$ cat config.mk
export PLATFORM = sky130hd
export DESIGN_NAME = chrs_ctrl
export DESIGN_NICKNAME = d
export VERILOG_FILES = /design/src/rtl/core/assert_macros.svh /design/src/rtl/core/chrs_pkg.sv /design/src/rtl/core/chrs_ctrl.sv
export SDC_FILE = /design/constraint.sdc
export NUM_CORES = 1
export LEC_CHECK = 0
export BUFFER_PORTS_ARGS = -buffer_cell sky130_fd_sc_hd__buf_2
export CORE_MARGIN = 2
export CORE_UTILIZATION = 39
export DETAILED_ROUTE_END_ITERATION = 8
export HOLD_SLACK_MARGIN = 0.1
export PLACE_DENSITY = 0.74
export RECOVER_POWER = 100
export SETUP_SLACK_MARGIN = 0.15
export SLEW_MARGIN = 20
export SYNTH_ARGS = -nofsm -noshare
export SYNTH_HDL_FRONTEND = slang
export SYNTH_SLANG_ARGS = --single-unit
$ cat constraint.sdc
create_clock -name i_clk -period 1.3 [get_ports i_clk]
set_input_delay 0.065 -clock i_clk [delete_from_list [all_inputs] [get_ports i_clk]]
set_output_delay 0.065 -clock i_clk [all_outputs]
set_load 0.01 [all_outputs]
$ cat src/rtl/core/assert_macros.svh
// assertion macros used by the top rtl file
`ifndef ASSERT_MACROS_SVH
`define ASSERT_MACROS_SVH
`ifndef SYNTH
`define CHRS_ASSERT_IMP(label, clk, rst_n, ante, cons) \
    label: assert property (@(posedge clk) disable iff (!rst_n) (ante) |-> (cons)) \
        else $error("assertion failed");
`define CHRS_ASSERT_NXT(label, clk, rst_n, ante, cons) \
    label: assert property (@(posedge clk) disable iff (!rst_n) (ante) |=> (cons)) \
        else $error("assertion failed");
`else
`define CHRS_ASSERT_IMP(label, clk, rst_n, ante, cons)
`define CHRS_ASSERT_NXT(label, clk, rst_n, ante, cons)
`endif
`endif

$ cat src/rtl/core/chrs_pkg.sv
// types and constants of the hash ring selector
package chrs_pkg;
    localparam logic [31:0] FNV_BASIS = 32'd2166136261;
    localparam logic [31:0] FNV_PRIME = 32'd16777619;

    typedef enum logic [1:0] {
        KIND_INSERT = 2'd0,
        KIND_REMOVE = 2'd1,
        KIND_KEY    = 2'd2,
        KIND_CLEAR  = 2'd3
    } t_kind;

    typedef enum logic [1:0] {
        ST_OK    = 2'd0,
        ST_EMPTY = 2'd1,
        ST_FULL  = 2'd2
    } t_status;

    typedef struct packed {
        logic [1:0]  kind;
        logic [3:0]  service;
        logic [7:0]  instance_req;
        logic [31:0] node_hash;
        logic [7:0]  key_byte;
        logic        key_last;
    } t_in;

    typedef struct packed {
        logic [1:0] status;
        logic [7:0] chosen_instance;
    } t_out;

    typedef struct packed {
        logic [31:0] hash;
        logic [7:0]  inst;
        logic [3:0]  svc;
    } t_entry;

    typedef enum logic [3:0] {
        S_IDLE, S_INS_CHK, S_INS_RD, S_INS_CMP, S_REM_RD, S_REM_CMP,
        S_HASH, S_LK_RD, S_LK_CMP, S_DONE
    } t_state;

    typedef struct packed {
        logic    load;
        logic    scan_init;
        logic    clear;
        logic    hash_mul;
        logic    hash_reset;
        logic    ins_init;
        logic    rd;
        logic    rd_prev;
        logic    ins_shift;
        logic    ins_place;
        logic    rem_step;
        logic    rem_done;
        logic    lk_step;
        logic    set_res;
        logic    res_lookup;
        t_status res_code;
        logic    out_load;
    } t_cmd;

    typedef struct packed {
        logic full;
        logic idx_zero;
        logic idx_end;
        logic ins_gt;
        logic found;
        logic out_busy;
    } t_sts;
endpackage

$ cat src/rtl/core/chrs_ctrl.sv
// controller state machine of the hash ring selector
module chrs_ctrl (
    input  logic          i_clk,
    input  logic          i_rst_n,
    input  logic          i_valid,
    input  logic [1:0]    i_kind,
    input  logic          i_last,
    input  chrs_pkg::t_sts i_sts,
    output logic          o_stall,
    output chrs_pkg::t_cmd o_cmd
);
    import chrs_pkg::*;

    t_state r_state;
    t_state n_state;
    t_kind  w_kind;
    logic   w_acc;

    assign w_kind = t_kind'(i_kind);
    assign o_stall = (r_state != S_IDLE);
    assign w_acc = i_valid && (r_state == S_IDLE);

    always_ff @(posedge i_clk) begin
        if (!i_rst_n) begin
            r_state <= S_IDLE;
        end else begin
            r_state <= n_state;
        end
    end

    always_comb begin
        n_state = r_state;
        unique case (r_state)
            S_IDLE: begin
                if (w_acc) begin
                    unique case (w_kind)
                        KIND_INSERT: n_state = S_INS_CHK;
                        KIND_REMOVE: n_state = S_REM_RD;
                        KIND_KEY:    n_state = S_HASH;
                        KIND_CLEAR:  n_state = S_DONE;
                        default:     n_state = S_IDLE;
                    endcase
                end
            end
            S_INS_CHK: n_state = i_sts.full ? S_DONE : S_INS_RD;
            S_INS_RD:  n_state = i_sts.idx_zero ? S_DONE : S_INS_CMP;
            S_INS_CMP: n_state = i_sts.ins_gt ? S_INS_RD : S_DONE;
            S_REM_RD:  n_state = i_sts.idx_end ? S_DONE : S_REM_CMP;
            S_REM_CMP: n_state = S_REM_RD;
            S_HASH:    n_state = i_last ? S_LK_RD : S_IDLE;
            S_LK_RD:   n_state = (i_sts.idx_end || i_sts.found) ? S_DONE : S_LK_CMP;
            S_LK_CMP:  n_state = S_LK_RD;
            S_DONE:    n_state = i_sts.out_busy ? S_DONE : S_IDLE;
            default:   n_state = S_IDLE;
        endcase
    end

    always_comb begin
        o_cmd = '0;
        o_cmd.res_code = ST_OK;
        unique case (r_state)
            S_IDLE: begin
                if (w_acc) begin
                    o_cmd.load = 1'b1;
                    o_cmd.scan_init = 1'b1;
                    if (w_kind == KIND_CLEAR) begin
                        o_cmd.clear = 1'b1;
                        o_cmd.set_res = 1'b1;
                    end
                end
            end
            S_INS_CHK: begin
                if (i_sts.full) begin
                    o_cmd.set_res = 1'b1;
                    o_cmd.res_code = ST_FULL;
                end else begin
                    o_cmd.ins_init = 1'b1;
                end
            end
            S_INS_RD: begin
                if (i_sts.idx_zero) begin
                    o_cmd.ins_place = 1'b1;
                    o_cmd.set_res = 1'b1;
                end else begin
                    o_cmd.rd = 1'b1;
                    o_cmd.rd_prev = 1'b1;
                end
            end
            S_INS_CMP: begin
                if (i_sts.ins_gt) begin
                    o_cmd.ins_shift = 1'b1;
                end else begin
                    o_cmd.ins_place = 1'b1;
                    o_cmd.set_res = 1'b1;
                end
            end
            S_REM_RD: begin
                if (i_sts.idx_end) begin
                    o_cmd.rem_done = 1'b1;
                    o_cmd.set_res = 1'b1;
                end else begin
                    o_cmd.rd = 1'b1;
                end
            end
            S_REM_CMP: o_cmd.rem_step = 1'b1;
            S_HASH:    o_cmd.hash_mul = 1'b1;
            S_LK_RD: begin
                if (i_sts.idx_end || i_sts.found) begin
                    o_cmd.set_res = 1'b1;
                    o_cmd.res_lookup = 1'b1;
                    o_cmd.hash_reset = 1'b1;
                end else begin
                    o_cmd.rd = 1'b1;
                end
            end
            S_LK_CMP: o_cmd.lk_step = 1'b1;
            S_DONE:   o_cmd.out_load = !i_sts.out_busy;
            default:  o_cmd = '0;
        endcase
    end
endmodule

Word-level counts from Yosys, hierarchy flattened
Cells that the tools add are included.
{"block": "op_classes", "eq_ne": 13, "n_mux": 40, "reduce_logical": 6}
{"op": "$pmux 4 s10", "count": 1}
{"op": "$mux 4", "count": 6}
{"op": "$mux 1", "count": 22}
{"op": "$eq 4x3->1 const B", "count": 4}
{"op": "$pmux 4 s4", "count": 1}
{"op": "$mux 3", "count": 3}
{"op": "$eq 4x2->1 const B", "count": 2}
{"op": "$eq 4x4->1 const B", "count": 2}
{"op": "$mux 2", "count": 4}
{"op": "$pmux 1 s6", "count": 1}
{"op": "$eq 2x2->1 const B", "count": 2}
{"op": "$eq 4x1->1 const B", "count": 1}
{"op": "$logic_not 4->1", "count": 1}
{"op": "$reduce_bool 4->1", "count": 1}
{"op": "$pmux 1 s3", "count": 1}
{"op": "$eq 2x1->1 const B", "count": 1}
{"op": "$logic_not 2->1", "count": 1}
{"op": "$ne 2x2->1 const B", "count": 1}
{"op": "$pmux 1 s2", "count": 1}
{"op": "$logic_and 1x1->1", "count": 1}
{"op": "$logic_not 1->1", "count": 1}
{"op": "$logic_or 1x1->1", "count": 1}
{"block": "totals", "register_bits": 4, "out_inout_bits": 19, "word_cells": 60}

Logic depth before layout (Yosys ltp)
Gate-level depths: netlist of the first run.
{"block": "depth", "ltp_word": 4, "depth_mapped": 6}

Least setup slack after synthesis of the first run
No wires, ideal clock.
{"block": "synth_timing", "path_type": "reg-to-output", "startpoint": "register r_state[0]", "endpoint": "output port o_cmd[4] (netlist name)", "arrival_time_ns": 1.371, "required_time_ns": 1.235, "slack_ns": -0.136, "stages_incl_launch_ff": 6, "path_buffers": 1, "path_cell_list": "dfxtp_1 -> buf_6 -> nor2_2 -> and3_4 -> and2_4 -> or4b_1"}
{"element": "start, declared", "line_no": "chrs_ctrl.sv:14", "text": "t_state r_state;"}
{"element": "start signal, assigned", "line_no": "chrs_ctrl.sv:27", "text": "r_state <= n_state;"}
{"element": "end, declared", "line_no": "chrs_ctrl.sv:10", "text": "output chrs_pkg::t_cmd o_cmd"}

==> results of run 1 <==
==> how the worst max path moves through the flow <==
stage	slack [ns]	end
floorplan	-0.08	o_cmd[4]
global placement	-0.18	r_state[0]
detailed placement	-0.18	r_state[0]
CTS	-0.38	o_cmd[4]
global route	-0.44	o_cmd[4]
finish	-0.39	o_cmd[4]
==> cell families (layout without fill, tap and decap cells) <==
kind of cell	Yosys count	after routing	share of synthesized area
buf+inv	12	66	0.117
flops	4	4	0.138
compound gates	19	19	0.222
simple gates	43	43	0.456
fa+ha+maj	2	2	0.0432
mux	1	1	0.0173
other cells	1	1	0.00647
==> report_power, final <==
part	internal (uW)	leakage (uW)	switching (uW)
Sequential	198	0.0000356	100
Clock	104	0.0000138	57.6
Combinational	1010	0.000500	836
Total	1310	0.000549	994
==> critical path, cell delays in order, from the launching register on <==
cell and delay [ns]:
dfxtp_4 0.36, or2b_1 0.22, a211oi_4 0.09, nor2_4 0.11, or4b_4 0.46, buf_6 0.13
==> cell usage after synthesis, types with 3 or more instances <==
master	number	area, um2
nor2_1	13	48.8
nand2_1	5	18.8
buf_4	4	30.0
clkbuf_1	4	15.0
dfxtp_1	4	80.1
a31oi_1	3	18.8
inv_1	3	11.3
nand2b_1	3	18.8
o21ai_0	3	15.0
==> repair_timing <==
item	4_1_cts	5_1_grt
setup buffers	6	3
pin swaps	3	8
setup endpoints to repair	21	22
resized for setup	18	14
==> metrics by stage <==
step | area [um2] | hold WS [ns] | std cells | total power [uW] | TNS (ns)
after CTS | 1040 | 0.187 | 148 | 2080 | -1.52
after floorplan | 634 | 0.163 | 82 | 1060 | -0.0988
after global routing | 1120 | 0.219 | 151 | 2430 | -3.31
final | 1120 | 0.207 | 151 | 2300 | -2.54
after detailed placement | 902 | 0.407 | 139 | 1630 | -0.704
after global placement | 902 | 0.397 | 139 | 1600 | -0.600
==> routing by layer <==
layer  vias to the layer above  share of wire  GRT usage
li1                        397              -          -
met1                       417           0.39      0.327
met2                        52           0.52      0.422
met3                         6          0.078     0.0345
met4                         0          0.012      0.138
met5                         -              0          0
==> layout make-up <==
cell class                 instances  area (um2)
tap                               15        18.8
clock buffer                       3        22.5
timing repair buffer              60         449
multi-input combinational         66         528
sequential                         4        95.1
fill                              85         225
inverter                           3        11.3
==> summary.txt, run 1 <==
Pre-antenna DRT Iters = 4
max-cap violation count = 0
worst-path maximum fanout = 6
CTS clock-pin slew for the worst setup and hold paths = 0.04 ns
setup violators final = 15
worst vdd ir = 1020 uV
antenna-violating nets left = 0
outcome = finished, violations left
Layout area overhead = 94.2%
RePlAce Congestion = 0.869
CTS tree = built
Final period util = 1.30
final worst slack = -0.386 ns
Layout Utilization = 0.833
Top FF cell, synth = dfxtp_1
Largest regs = r_state (4)
Biggest register = r_state
Post-synth EDFFs = 0
CP arrival = 1.62 ns
clk_skew = 0.00952 ns
Final Hold Vio Count = 0
H-Tree Depth = 1
hold_sp = i_rst_n
FF-to-FF End = r_state[0]
hold path cells = 3
Tmin final = 1.69 ns
Unique masters post-synth = 41
Initial Util = 0.429
Die H = 42.5 um
Post-DP HPWL = 1590 um
Avg WL per Cell = 17.4 um
Core ar. = 1350 um2
antenna violations before repair = 0
most frequent cells in the layout = 23 x buf_2, 22 x buf_4, 15 x buf_6
fraction of registers with async set/reset = 0
reg2reg start = r_state[3]
first-pass GRT wire length = 3460 um
most common cell after layout, fill and taps aside = buf_2
failing checks = negative setup slack
RSZ-0062 raised after global routing = true
Routed WL = 2620 um
R2R depth = 5
number of synthesized register bits = 4
diodes inserted = 0
Via Count = 872
Worst Setup Path Type = flip-flop to output pin
Min-Delay Path Class = input pin to flip-flop
Static Leak = 0.000549 uW
Skew-Pair Late Insertion Delay = 0.24 ns
Critical Path RT = 1.24 ns
startpoint types = flip-flop
Post-Synthesis Cell Area = 579 um2
# IOs = 31
gr ovfl total = 0
clk root buf = clkbuf_4
all-layer global routing usage = 0.259
crit path from = r_state[0]
max FFs per register = 4
cell count after synthesis = 82
die area = 1810 um2
pre-CTS setup slack = -0.184 ns
Port Buffer Count = 29
Hold Buf Count CTS = 0
Worst Hold End = r_state[3]
die width = 42.5 um
FF-to-FF setup slack = -0.25 ns
sequential share of the synthesized area = 0.138
Fmax = 0.593 GHz
Longest Clk Path Bufs = 2
synth warn = 0
Cell Pwr Density = 2050 nW/um2
max-slew violations = 0
CTS sink cnt = 4
Syn Nets = 96
syn avg cell area = 7.06 um2
nature of the critical path endpoint = output pin
vias per cell = 5.77
drt drc = 0
row cnt = 13
fraction of layout cells with a size suffix above 1 = 0.632
vias in the first global route = 752
largest net degree at the start of global routing = 17
CTS Buf Count = 3
final net count = 152
Initial DRC Count = 36
Power figures use the tool's default switching activity.
==> run 2, diff against run 1 <==
--- a/config.mk
+++ b/config.mk
@@ -5,9 +5,10 @@
 export SDC_FILE = /design/constraint.sdc
 export NUM_CORES = 1
 export LEC_CHECK = 0
+export ABC_AREA = 1
 export BUFFER_PORTS_ARGS = -buffer_cell sky130_fd_sc_hd__buf_2
 export CORE_MARGIN = 2
-export CORE_UTILIZATION = 39
+export CORE_UTILIZATION = 38
 export DETAILED_ROUTE_END_ITERATION = 8
 export HOLD_SLACK_MARGIN = 0.1
 export PLACE_DENSITY = 0.74
==> summary.txt, run 2 <==
largest net degree at the start of global routing = 8 (-9)
met2 WL = 1160 um (-14%)
Seq. cell area = 95.1 um2 (unchanged)
Largest regs = r_state (4)
Yosys top cell area share = 0.151 (+0.0127)
Port Buffer Count = 29 (unchanged)
cell mode on critical path = nor2_4
Min-Delay Path Class = input pin to flip-flop
hold slack = 0.131 ns (-0.0753 ns)
Syn Nets = 104 (+8.3%)
CTS Buf Count = 3 (unchanged)
vias per cell = 5.21 (-9.7%)
DR top layer = met4
Initial DRC Count = 22 (-39%)
Fillers = 80 (-5.9%)
Static Leak = 0.000613 uW (+12%)
WP buf/inv = 2 (+1)
combinational share of power = 0.808 (+0.007)
Via Count = 803 (-7.9%)
final worst slack = -0.108 ns (+0.278 ns)
H-Tree Depth = 1 (unchanged)
CTS clock-pin slew for the worst setup and hold paths = 0.03 ns (about the same)
Net Switching = 1170 uW (+18%)
all-layer global routing usage = 0.249 (-0.0106)
fraction of registers with async set/reset = 0 (unchanged)
worst vdd ir = 1480 uV (+45%)
failing checks = negative setup slack
nature of the critical path endpoint = output pin
die width = 41.4 um (-2.8%)
Metal-1 WL = 871 um (-16%)
met3 routed WL = 171 um (-17%)
Routed WL = 2310 um (-12%)
Unique masters post-synth = 20 (-51%)
Avg WL per Cell = 15.0 um (-14%)
gr ovfl total = 0 (unchanged)
Clock power frac = 0.067 (-0.003)
drt drc = 0 (unchanged)
Critical Path RT = 1.24 ns (about the same)
kind of cell adding the most delay to the critical path = simple AND/OR/NAND/NOR gates
Int Power = 1260 uW (-4.1%)
most frequent cell after synthesis = inv_1
Final Hold Vio Count = 0 (unchanged)
leading area contributor after synthesis = dfxtp_1
RePlAce Congestion = 0.878 (+1.1%)
reg2reg start = r_state[1]
synth cell count leaders = 18 x inv_1, 17 x nand2_1, 12 x nand3_1
sequential share of the synthesized area = 0.151 (+0.0127)
hold_sp = i_rst_n
row cnt = 13 (unchanged)
antenna-violating nets left = 0 (unchanged)
Fmax = 0.710 GHz (+20%)
Post-DP HPWL = 1100 um (-31%)
Skew-Pair Late Insertion Delay = 0.25 ns (about the same)
FF-to-FF setup slack = -0.05 ns (+0.20 ns)
Worst Hold End = r_state[2]
most frequent cells in the layout = 25 x buf_2, 14 x buf_4, 13 x inv_1
Longest Clk Path Bufs = 2 (unchanged)
RSZ-0062 raised after global routing = true
Initial Util = 0.408 (-0.0214)
die area = 1710 um2 (-5.4%)
clk root buf = clkbuf_4
FF-to-FF End = r_state[0]
number of synthesized register bits = 4 (unchanged)
clk_skew = 0.00963 ns (+0.000112 ns)
vias in the first global route = 631 (-16%)
worst-path maximum fanout = 5 (-1)
CP arrival = 1.34 ns (-0.28 ns)
fraction of layout cells with a size suffix above 1 = 0.676 (+0.0439)
Biggest register = r_state
pre-CTS setup slack = 0.0390 ns (+0.223 ns)
Max stage delay on crit path = 0.39 ns (-0.07 ns)
Final period util = 1.08 (-0.214)
final net count = 155 (+2.0%)
combined area of the multi-input logic cells = 463 um2 (-12%)
# IOs = 31 (unchanged)
CTS tree = built
max FFs per register = 4 (unchanged)
Sw Ratio = 0.482 (+0.0510)
Cell Pwr Density = 2340 nW/um2 (+14%)
max-slew violations = 0 (unchanged)
Pre-antenna DRT Iters = 4 (unchanged)
antenna violations before repair = 0 (unchanged)
Die H = 41.4 um (-2.8%)
Reg power frac = 0.125 (-0.004)
synth warn = 0 (unchanged)
syn avg cell area = 5.89 um2 (-17%)
max-cap violation count = 0 (unchanged)
Post-Synthesis Cell Area = 531 um2 (-8.4%)
critical path's slowest cell = dfxtp_4
cell count after synthesis = 90 (+9.8%)
diodes inserted = 0 (unchanged)
Tmin final = 1.41 ns (-0.278 ns)
Worst Setup Path Type = flip-flop to output pin
first-pass GRT wire length = 2720 um (-22%)
startpoint types = flip-flop
R2R depth = 8 (+3)
Layout area overhead = 95.5%
setup violators final = 8 (-7)
most common cell after layout, fill and taps aside = buf_2
worst path cell trace = inv_2 -> nor2_4 -> nand3_4 -> nand2_4 -> nor2_4 -> nand4_1 -> buf_2
Core ar. = 1300 um2 (-3.6%)
hold path cells = 3 (unchanged)
top post-synthesis cells by area = dfxtp_1 15%, inv_1 13%, nand2_1 12%
Post-synth EDFFs = 0 (unchanged)
Top FF cell, synth = dfxtp_1
outcome = finished, violations left
CTS sink cnt = 4 (unchanged)
## run 2: kinds of logic (layout without fill, tap and decap cells)
| group | count (synthesis) | in the layout | synth area share |
|---|---|---|---|
| AO/OA/AOI/OAI | 7 | 7 | 0.0920 |
| buffers and inverters | 25 | 74 | 0.205 |
| adder cells (fa/ha/maj) | 2 | 2 | 0.0472 |
| other | 1 | 1 | 0.00707 |
| AND/OR/NAND/NOR | 51 | 51 | 0.498 |
| flip-flops | 4 | 4 | 0.151 |
## run 2: area by class of cell
| class | count | area share |
|---|---|---|
| flip-flops and latches | 4 | 0.0917 |
| inverters | 21 | 0.0808 |
| well taps | 15 | 0.0181 |
| repair buffers | 50 | 0.341 |
| multi-input cells | 61 | 0.446 |
| clock buffers | 3 | 0.0217 |
## run 2: worst max-delay path by stage
stage	startpoint	to	slack, ns	cells past startpoint
3_5_place_dp	r_state[3]	o_cmd[4]	0.04	7
4_1_cts	r_state[3]	o_cmd[4]	-0.05	7
3_3_place_gp	r_state[1]	o_cmd[4]	0.09	6
5_1_grt	r_state[3]	o_cmd[4]	-0.16	7
2_1_floorplan	r_state[1]	o_cmd[4]	0.16	5
6_report	r_state[1]	o_cmd[4]	-0.11	7
## run 2: tightest hold or removal path, cell delays in order
cell      delay [ns]
buf_2           0.11
o211ai_4        0.11
a21oi_2         0.04
## run 2: metal layers
layer,GRT usage,vias up
li1,-,379
met1,0.268,359
met2,0.473,47
met3,0.0798,18
met4,0.0403,0
met5,0,-
## run 2: power by group through the flow
stage                     sequential [uW]  clock, uW  combinational, uW
after floorplan                       246          0                692
after global placement                254          0                917
after detailed placement              258          0                923
after CTS                             296        157               1390
after global routing                  310        186               2070
final                                 303        162               1960
## run 2: timing repair
action / in CTS / in global routing
hold buffers: 0 / 0
buffers inserted: 14 / 6
setup endpoints to repair: 22 / 22
pin swaps: 8 / 15
resized for setup: 26 / 27
## run 2: per-stage QoR
stage	utilization	TNS (ns)	area, um2	instances	total power (uW)
after floorplan	-	0	533	90	938
after global placement	0.518	0	674	131	1170
after detailed placement	0.518	0	674	131	1180
after CTS	0.676	-0.0822	880	148	1850
after global routing	0.797	-1.16	1040	154	2560
final	0.797	-0.427	1040	154	2430
==> run 3, diff against run 2 <==
--- a/config.mk
+++ b/config.mk
@@ -14,6 +14,7 @@
 export PLACE_DENSITY = 0.74
 export RECOVER_POWER = 100
 export SETUP_SLACK_MARGIN = 0.15
+export SKIP_CTS_REPAIR_TIMING = 1
 export SLEW_MARGIN = 20
 export SYNTH_ARGS = -nofsm -noshare
 export SYNTH_HDL_FRONTEND = slang
==> summary.txt, run 3 (synthesized netlist as in run 2, its figures left out) <==
outcome = finished, violations left
failing checks = negative setup slack
Port Buffer Count = 29 (unchanged)
clk root buf = clkbuf_4
Worst Setup Path Type = flip-flop to output pin
Largest regs = r_state (4)
die area = 1710 um2 (unchanged)
# IOs = 31 (unchanged)
fraction of layout cells with a size suffix above 1 = 0.594 (-0.0823)
Reg power frac = 0.151 (+0.026)
startpoint types = flip-flop
clk_skew = 0.000495 ns (-0.00914 ns)
worst vdd ir = 1430 uV (-3.5%)
R2R depth = 8 (unchanged)
hold slack = 0.135 ns (+0.00303 ns)
vias in the first global route = 479 (-24%)
Longest Clk Path Bufs = 2 (unchanged)
most frequent cells in the layout = 25 x buf_2, 15 x inv_1, 14 x nand2_1
Skew-Pair Late Insertion Delay = 0.23 ns (-0.02 ns)
nature of the critical path endpoint = output pin
gr ovfl total = 0 (unchanged)
reg2reg start = r_state[3]
Fmax = 0.709 GHz (-0.21%)
RePlAce Congestion = 0.878 (unchanged)
Static Leak = 0.000562 uW (-8.4%)
FF-to-FF End = r_state[0]
Net Switching = 967 uW (-17%)
Sw Ratio = 0.479 (-0.00344)
largest net degree at the start of global routing = 11 (+3)
Int Power = 1050 uW (-16%)
Critical Path RT = 1.24 ns (about the same)
Cell Pwr Density = 2240 nW/um2 (-4.3%)
total power = 2020 uW (-17%)
max-cap violation count = 0 (unchanged)
FF-to-FF setup slack = 0 ns (+0.05 ns)
CP arrival = 1.35 ns (about the same)
max-slew violations = 0 (unchanged)
hold_sp = i_rst_n
CTS clock-pin slew for the worst setup and hold paths = 0.04 ns (about the same)
Min-Delay Path Class = input pin to flip-flop
Biggest register = r_state
Die H = 41.4 um (unchanged)
CTS sink cnt = 4 (unchanged)
Avg WL per Cell = 12.3 um (-18%)
Layout area overhead = 69.8%
worst-path maximum fanout = 7 (+2)
all-layer global routing usage = 0.171 (-0.0779)
vias per cell = 5.18 (-0.74%)
combinational share of power = 0.774 (-0.034)
hold path cells = 3 (unchanged)
Final period util = 1.09 (+0.00230)
Pre-antenna DRT Iters = 4 (unchanged)
Routed WL = 1820 um (-21%)
antenna violations before repair = 0 (unchanged)
Core ar. = 1300 um2 (unchanged)
drt drc = 0 (unchanged)
antenna-violating nets left = 0 (unchanged)
final net count = 149 (-3.9%)
row cnt = 13 (unchanged)
Post-DP HPWL = 1100 um (unchanged)
Clock power frac = 0.075 (+0.008)
crit path from = r_state[3]
die width = 41.4 um (unchanged)
max FFs per register = 4 (unchanged)
CTS tree = built
setup violators final = 9 (+1)
first-pass GRT wire length = 1940 um (-29%)
most common cell after layout, fill and taps aside = buf_2
Final Hold Vio Count = 0 (unchanged)
diodes inserted = 0 (unchanged)
final worst slack = -0.111 ns (-0.00298 ns)
RSZ-0062 raised after global routing = true
Initial Util = 0.408 (unchanged)
Tmin final = 1.41 ns (+0.00298 ns)
H-Tree Depth = 1 (unchanged)
Worst Hold End = r_state[2]
Via Count = 766 (-4.6%)
Initial DRC Count = 26 (+18%)
CTS Buf Count = 3 (unchanged)
[run 3: changes by cell type in the layout (fill, tap and decap cells not counted), moves of 2 or more]
cell / change
nand2_1: +2
buf_6: -5
inv_1: +2
nand3_1: +4
nand3_4: -2
nor2_4: -2
nand3_2: -2
nor2_2: +2
[run 3: layout make-up]
| type | instances | area, um2 |
|---|---|---|
| Clock buffer | 3 | 22.5 |
| Tap cell | 15 | 18.8 |
| Inverter | 21 | 81.3 |
| Multi-Input combinational cell | 61 | 393 |
| Sequential cell | 4 | 95.1 |
| Fill cell | 101 | 400 |
| Timing Repair Buffer | 44 | 290 |
[run 3: how the worst max path moves through the flow]
stage,to,cells past startpoint
floorplan,o_cmd[4],5
global route,o_cmd[4],7
CTS,o_cmd[4],7
global placement,o_cmd[4],6
finish,o_cmd[4],7
detailed placement,o_cmd[4],7
[run 3: worst max-delay path, cell delays in order, from the launching register on]
cell,delay [ns]
dfxtp_4,0.36
nor2_4,0.16
buf_6,0.15
nand3_2,0.10
nand2_2,0.08
nor2_2,0.05
nand4_1,0.07
buf_2,0.14
[run 3: per-layer routing]
| metal | track usage | vias to the layer above | wire length (um) |
|---|---|---|---|
| li1 | - | 359 | - |
| met4 | 0.0242 | 0 | 39 |
| met2 | 0.262 | 42 | 929 |
| met3 | 0.0638 | 6 | 142 |
| met5 | 0 | - | 0 |
| met1 | 0.232 | 359 | 706 |
[run 3: stage by stage]
| stage | utilization | setup slack, ns | cells | cell area, um2 | TNS, ns |
|---|---|---|---|---|---|
| 6_report | 0.692 | -0.111 | 148 | 901 | -0.366 |
| 5_1_grt | 0.692 | -0.149 | 148 | 901 | -1.01 |
| 4_1_cts | 0.536 | -0.212 | 134 | 697 | -0.604 |
| 3_5_place_dp | 0.518 | 0.0390 | 131 | 674 | 0 |
| 3_3_place_gp | 0.518 | 0.0895 | 131 | 674 | 0 |
| 2_1_floorplan | - | 0.165 | 90 | 533 | 0 |
[run 3: power groups by stage]
stage	Combinational, uW	Clock, uW	Sequential [uW]
finish	1560	152	304
global route	1660	169	312
CTS	929	157	256
detailed placement	923	0	258
global placement	917	0	254
floorplan	692	0	246
